--- src/design/fwm_pkg.sv ---
`default_nettype none

package fwm_pkg;

  localparam int QUEUE_DEPTH = 16;
  localparam int VALUE_WIDTH = 32;
  localparam int OUT_WIDTH = 32;
  localparam int COUNT_WIDTH = $clog2(QUEUE_DEPTH + 1);

  typedef logic signed [VALUE_WIDTH-1:0] value_t;
  typedef logic [COUNT_WIDTH-1:0] count_t;

  typedef enum logic [1:0] {
    REQ_PUSH  = 2'd0,
    REQ_POP   = 2'd1,
    REQ_QUERY = 2'd2,
    REQ_SPARE = 2'd3
  } req_t;

  typedef struct packed {
    logic shift;
    logic load;
    logic merge;
  } cell_ctrl_t;

  typedef struct packed {
    logic signed [OUT_WIDTH-1:0] popped;
    logic                        pop_empty;
    logic signed [OUT_WIDTH-1:0] max;
    logic                        queue_empty;
    logic                        dropped;
  } result_t;

  localparam logic signed [OUT_WIDTH-1:0] NONE_VALUE = -32'sd1;

  function automatic logic signed [OUT_WIDTH-1:0] to_out(input value_t v);
    logic signed [63:0] wide;
    wide = 64'(v);
    return wide[OUT_WIDTH-1:0];
  endfunction

  function automatic value_t from_in(input logic signed [OUT_WIDTH-1:0] x);
    logic signed [63:0] wide;
    wide = 64'(x);
    return wide[VALUE_WIDTH-1:0];
  endfunction

endpackage

`default_nettype wire

--- src/design/fwm_cell.sv ---
`default_nettype none

module fwm_cell
  import fwm_pkg::*;
(
  input  wire logic       clk,
  input  wire cell_ctrl_t ctrl,
  input  wire value_t     push_val,
  input  wire value_t     nbr_val,
  input  wire value_t     nbr_max,
  output value_t          val,
  output value_t          suffix_max
);

  // Each cell holds one entry and the greatest value of itself and all newer entries.
  always_ff @(posedge clk) begin
    priority if (ctrl.shift) begin
      val        <= nbr_val;
      suffix_max <= nbr_max;
    end else if (ctrl.load) begin
      val        <= push_val;
      suffix_max <= push_val;
    end else if (ctrl.merge && (push_val > suffix_max)) begin
      suffix_max <= push_val;
    end
  end

endmodule

`default_nettype wire

--- src/design/fifo_with_running_max_unit.sv ---
// Channel   Signals                                             Direction
// in        in_valid, in_stall, req_type, push_value            item in
// out       out_valid, out_stall, popped_value, pop_empty,
//           peak_value, queue_empty, push_dropped               result out
//
// Every item is finished in the cycle it is accepted, one per clock while not
// stalled; its result is registered. The row of cells shifts on a pop and
// updates every suffix maximum in parallel on a push, so no rescan is needed.
// A two-entry output buffer lets one further item in while a result is stalled.
// Reset empties the queue at once; entry contents are not cleared.
`default_nettype none

module fifo_with_running_max_unit
  import fwm_pkg::*;
(
  input  wire logic                        clk,
  input  wire logic                        rst,
  input  wire logic                        in_valid,
  output logic                             in_stall,
  input  wire logic [1:0]                  req_type,
  input  wire logic signed [OUT_WIDTH-1:0] push_value,
  output logic                             out_valid,
  input  wire logic                        out_stall,
  output logic signed [OUT_WIDTH-1:0]      popped_value,
  output logic                             pop_empty,
  output logic signed [OUT_WIDTH-1:0]      peak_value,
  output logic                             queue_empty,
  output logic                             push_dropped
);

  count_t     count;
  count_t     count_next;
  value_t     cell_val [QUEUE_DEPTH];
  value_t     cell_max [QUEUE_DEPTH];
  cell_ctrl_t cell_ctrl [QUEUE_DEPTH];
  value_t     push_val;
  result_t    res_next;
  result_t    out_res;
  result_t    skid_res;
  logic       skid_valid;
  logic       accept;
  logic       do_push;
  logic       do_pop;

  assign in_stall = skid_valid;
  assign accept   = in_valid && !in_stall;
  assign push_val = from_in(push_value);

  always_comb begin
    do_push    = 1'b0;
    do_pop     = 1'b0;
    count_next = count;
    res_next   = '{popped: NONE_VALUE, pop_empty: 1'b0, max: NONE_VALUE,
                   queue_empty: 1'b0, dropped: 1'b0};
    unique case (req_t'(req_type))
      REQ_PUSH: begin
        if (count == count_t'(QUEUE_DEPTH)) begin
          res_next.dropped = 1'b1;
        end else begin
          do_push = accept;
          count_next = count + count_t'(1);
        end
      end
      REQ_POP: begin
        if (count == '0) begin
          res_next.pop_empty = 1'b1;
        end else begin
          do_pop = accept;
          res_next.popped = to_out(cell_val[0]);
          count_next = count - count_t'(1);
        end
      end
      REQ_QUERY, REQ_SPARE: begin
      end
      default: begin
      end
    endcase

    if (count_next == '0) begin
      res_next.queue_empty = 1'b1;
    end else if (req_t'(req_type) == REQ_PUSH && count != count_t'(QUEUE_DEPTH)) begin
      if (count == '0 || push_val > cell_max[0]) begin
        res_next.max = to_out(push_val);
      end else begin
        res_next.max = to_out(cell_max[0]);
      end
    end else if (req_t'(req_type) == REQ_POP) begin
      res_next.max = to_out(cell_max[1]);
    end else begin
      res_next.max = to_out(cell_max[0]);
    end
  end

  for (genvar i = 0; i < QUEUE_DEPTH; i++) begin : g_cell
    value_t nbr_val;
    value_t nbr_max;

    if (i == QUEUE_DEPTH - 1) begin : g_last
      assign nbr_val = '0;
      assign nbr_max = '0;
    end else begin : g_mid
      assign nbr_val = cell_val[i+1];
      assign nbr_max = cell_max[i+1];
    end

    assign cell_ctrl[i] = '{shift: do_pop,
                            load:  do_push && (count == count_t'(i)),
                            merge: do_push && (count > count_t'(i))};

    fwm_cell u_cell (
      .clk        (clk),
      .ctrl       (cell_ctrl[i]),
      .push_val   (push_val),
      .nbr_val    (nbr_val),
      .nbr_max    (nbr_max),
      .val        (cell_val[i]),
      .suffix_max (cell_max[i])
    );
  end

  always_ff @(posedge clk) begin
    if (rst) begin
      count <= '0;
    end else if (accept) begin
      count <= count_next;
    end
  end

  always_ff @(posedge clk) begin
    if (rst) begin
      out_valid  <= 1'b0;
      skid_valid <= 1'b0;
    end else begin
      priority if (out_valid && !out_stall) begin
        if (skid_valid) begin
          out_res    <= skid_res;
          skid_valid <= 1'b0;
        end else if (accept) begin
          out_res <= res_next;
        end else begin
          out_valid <= 1'b0;
        end
      end else if (!out_valid) begin
        if (accept) begin
          out_res   <= res_next;
          out_valid <= 1'b1;
        end
      end else begin
        if (accept) begin
          skid_res   <= res_next;
          skid_valid <= 1'b1;
        end
      end
    end
  end

  assign popped_value = out_res.popped;
  assign pop_empty    = out_res.pop_empty;
  assign peak_value   = out_res.max;
  assign queue_empty  = out_res.queue_empty;
  assign push_dropped = out_res.dropped;

`ifndef NO_ASSERTIONS
  a_skid_needs_out: assert property (@(posedge clk) disable iff (rst)
    skid_valid |-> out_valid)
    else $error("buffered result without a result on the port");

  a_count_bound: assert property (@(posedge clk) disable iff (rst)
    count <= count_t'(QUEUE_DEPTH))
    else $error("entry count above queue depth");

  a_empty_max: assert property (@(posedge clk) disable iff (rst)
    (out_valid && queue_empty) |-> (peak_value == NONE_VALUE))
    else $error("empty queue reports a maximum");

  a_drop_full: assert property (@(posedge clk) disable iff (rst)
    (out_valid && push_dropped) |-> (!queue_empty && !pop_empty))
    else $error("dropped push on a queue that was not full");

  a_count_step: assert property (@(posedge clk) disable iff (rst)
    !accept |=> $stable(count))
    else $error("entry count changed without an accepted word");
`endif

endmodule

`default_nettype wire

--- config.mk ---
export PLATFORM = sky130hd
export DESIGN_NAME = fifo_with_running_max_unit
export DESIGN_NICKNAME = d
export VERILOG_FILES = /design/src/design/fwm_pkg.sv /design/src/design/fwm_cell.sv /design/src/design/fifo_with_running_max_unit.sv
export SDC_FILE = /design/constraint.sdc
export NUM_CORES = 2
export LEC_CHECK = 0
export BUFFER_PORTS_ARGS = -buffer_cell sky130_fd_sc_hd__buf_2
export CAP_MARGIN = 15
export CORE_MARGIN = 2
export CORE_UTILIZATION = 40
export CTS_CLUSTER_SIZE = 20
export DETAILED_ROUTE_END_ITERATION = 8
export PLACE_DENSITY = 0.54
export SLEW_MARGIN = 20
export SYNTH_ARGS = -nofsm -noshare
export SYNTH_HDL_FRONTEND = slang
export SYNTH_SLANG_ARGS = --single-unit
--- constraint.sdc ---
create_clock -name clk -period 12 [get_ports clk]
set_input_delay 0.6 -clock clk [delete_from_list [all_inputs] [get_ports clk]]
set_output_delay 0.6 -clock clk [all_outputs]
set_load 0.1 [all_outputs]
==> impl_metrics.ini <==
[status]
status = completed

[place]
gp_congestion = 0.8772
post-dp-hpwl_um = 112700
io_buffers = 106

[floorplanning]
die_area_mm2 = 0.1528
initial_utilization = 0.4041
core_area_mm2 = 0.1482
die_x_um = 390.9
num_io_pins = 107
row_count = 141
die_h_um = 390.9

[synth]
synthMuxAreaShare = 0.006685
syn-num-nets = 5509
syn-cell-area_mm2 = 0.05989
ys_types = 73
synth_flop_cell = edfxtp_1
synth_most_common_cell = edfxtp_1
synth_common_cells = edfxtp_1, a21o_1, inv_1
yosys_register_bits = 1165
synthXorXnorAreaFrac = 0.0008774
ys_async_sr_fraction = 0
synth_compound_gate_area_share = 0.1970
yosys-top-cells-area = edfxtp_1, a21o_1, ha_1, inv_1, dfxtp_1
synth-simple-area-share = 0.06338
postSynthAreaPerCell_um2 = 12.09
yosys.area_share.adder = 0.1080
yosys_warnings = 0
synth_edf_count = 1094
synth_top_family_by_area = compound AO/OA/AOI/OAI gates
yosys.area.top_type_share = 0.5485
netlist_instances = 4954
yosysTopAreaCell = edfxtp_1
yosysSeqAreaShare = 0.5723

[cts]
clkTransAtPathRegs_ps = 60
clockBufferDepth = 3
cts_made_buffers = 134
clk_latency_ps = 780
htreeDepth = 4
cts_resized = 0
tritoncts = done
postCtsHoldBufs = 0
clock_sinks = 1165
post_cts_buffers = 0
clockRootBuffer = clkbuf_16

[timing]
tns_ps = 0
fin_skew_ps = 36.37
slew_viol_final = 0
max-slew-margin-rel = 0.2859
fin_crit_sh = 0.4313
whs_ps = 157.3
tightest_slew_ps = 1069
rsz0062_at_grt = false
min_period_ps = 5176
hold_viol = 0
fmax_mhz = 193.2
finalSetupViolations = 0

[detailed_routing]
wl_met1_um = 75250
viasPerCell = 5.565
drt_wl_total_um = 171300
num_vias = 39250
antenna_left = 0
met2WireLength_um = 79950
detail_route.iter0.violations = 3119
wire_per_inst_um = 24.29
dr.max_layer_used = met5
wl_met3_um = 7597
drt_first_pass_iters = 7
drc = 0

[worst_setup_path]
worstPathMaxFanout = 177
ff2ff_path_depth = 10
required_ps = 12510
r2r_start = count[1]
cp-startpoint = count[1]
crit_path_cell_trace = clkinv_1 > ha_1 > nor4b_4 > buf_4 > nor3_2 > buf_12 > buf_4 > buf_4 > nor2b_4 > a21o_1
crit_path_end = g_cell[7].u_cell.suffix_max[22]
max_stage_delay_ps = 810
crit_type = flip-flop to flip-flop
crit_slowest_cell = buf_4
end_kind = flip-flop
rrSetupSlack_ps = 6820
r2r-end = g_cell[7].u_cell.suffix_max[22]
arrival_ps = 5690
critPathLaunchType = flip-flop
cp_common_cell = buf_4

[finish]
drive_gt1_frac = 0.1066
area_growth_pct = 12.14
fillerInstances = 13530
regArea_mm2 = 0.03427
multiInputGateArea_mm2 = 0.02290
fin_nets = 5570

[global_routing]
grt_pass1_wl_um = 257800
antenna_found_initial = 4
grt_max_degree = 202
grt_pass1_vias = 40310
overflow = 0
grt_use_total = 0.2252

[pwr]
swShare = 0.2643
clock_power_share = 0.397
power.density_mw_per_mm2 = 150.1
power_switching_w = 0.002664
peakVddDrop_v = 0.0001537
leakage_nw = 30.52
p_int_w = 0.007415
seqPwrFrac = 0.473
pwr-share-comb = 0.131

[run]
maxCapViolCount = 0

[hold_path]
hp-class = input port to flip-flop
-- power groups by stage --
stage | combinational (W) | clock (W) | sequential (W)
floorplan | 0.000745 | 0 | 0.00496
global placement | 0.00130 | 0 | 0.00485
detailed placement | 0.00132 | 0 | 0.00485
CTS | 0.00133 | 0.00409 | 0.00476
global route | 0.00145 | 0.00424 | 0.00478
finish | 0.00132 | 0.00400 | 0.00476
-- kinds of logic (layout without fill, tap and decap cells) --
family,Yosys count,in the layout
AO/OA/AOI/OAI,1625,1625
flip-flops,1165,1165
buffers and inverters,808,976
AND/OR/NAND/NOR,793,793
adder cells (fa/ha/maj),517,517
multiplexers,40,40
XOR/XNOR,6,6
other,0,1
-- per-layer routing --
layer,up-vias,GRT usage
met5,-,0
met4,2,0.1108
met3,306,0.03277
met2,1000,0.3658
met1,19540,0.2947
li1,18400,-
-- metrics by stage --
step                cells  power (W)  setup WS, ps    util  cell area [um^2]
floorplan            4954   0.005703          5274       -             59890
global placement     6808   0.006146          6930  0.4244             62890
detailed placement   6808   0.006163          6832  0.4244             62890
CTS                  7051    0.01017          6802  0.4530             67130
global route         7052    0.01046          6389  0.4532             67160
finish               7053    0.01008          6824  0.4532             67160
-- flip-flops by register name (all words and copies together), names as in the netlist --
name / flops
popped_value: 32
in_stall: 1
peak_value: 32
out_valid: 1
count: 5
g_cell.u_cell.val: 512
skid_res: 67
push_dropped: 1
g_cell.u_cell.suffix_max: 512
queue_empty: 1
pop_empty: 1
-- how the worst min path moves through the flow --
stage                                    startpoint                         to  slack [ps]  cells after the start
after detailed placement  g_cell[15].u_cell.val[27]  g_cell[15].u_cell.val[27]         450                      2
final                                      in_valid                   in_stall         160                      3
after floorplan            g_cell[15].u_cell.val[0]   g_cell[15].u_cell.val[0]         440                      2
after CTS                                  in_valid                   in_stall         110                      3
after global placement    g_cell[15].u_cell.val[25]  g_cell[15].u_cell.val[25]         440                      2
after global routing                       in_valid                   in_stall         160                      3
-- critical path: cells and delay by family, from the launching register on --
family,cells,cell delay [ps]
AOI/OAI and AO/OA,1,250
buffers and inverters,5,2830
DFF,1,480
and+or+nand+nor,3,830
adders and majority gates,1,340
-- layout make-up --
| cell class | count | share of cell area |
|---|---|---|
| Timing Repair Buffer | 208 | 0.02016 |
| Clock inverter | 54 | 0.008197 |
| Multi-Input combinational cell | 2981 | 0.3410 |
| Clock buffer | 189 | 0.05501 |
| Sequential cell | 1165 | 0.5103 |
| Inverter | 525 | 0.02934 |
| Tap cell | 1930 | 0.03595 |
| Antenna cell | 1 | 0.00003726 |
-- placed cells by master (no fill, tap or decap), types with 12 or more instances in the layout --
master	Yosys	final
nand2_1	241	237
a2111oi_0	15	14
buf_4	2	98
nor2_1	199	197
nand2b_1	20	19
o21a_1	19	19
clkinv_1	2	21
nand4_1	94	94
o21ai_0	146	144
buf_2	18	106
nor2b_4	0	31
ha_1	517	517
o221a_2	64	64
o22ai_1	39	39
a2bb2oi_1	12	12
dfxtp_1	71	71
clkbuf_16	0	138
mux2i_1	40	40
edfxtp_1	1094	1094
a21oi_1	184	183
o211ai_1	17	17
clkinv_2	0	16
nor3_1	42	40
a21o_1	1024	1024
nor2b_1	60	28
a2bb2oi_2	21	21
or3_1	38	38
inv_1	522	522
a211oi_1	19	19
nand3_1	53	52
clkbuf_1	246	46
Note: power is estimated with default switching activity, not from simulation.
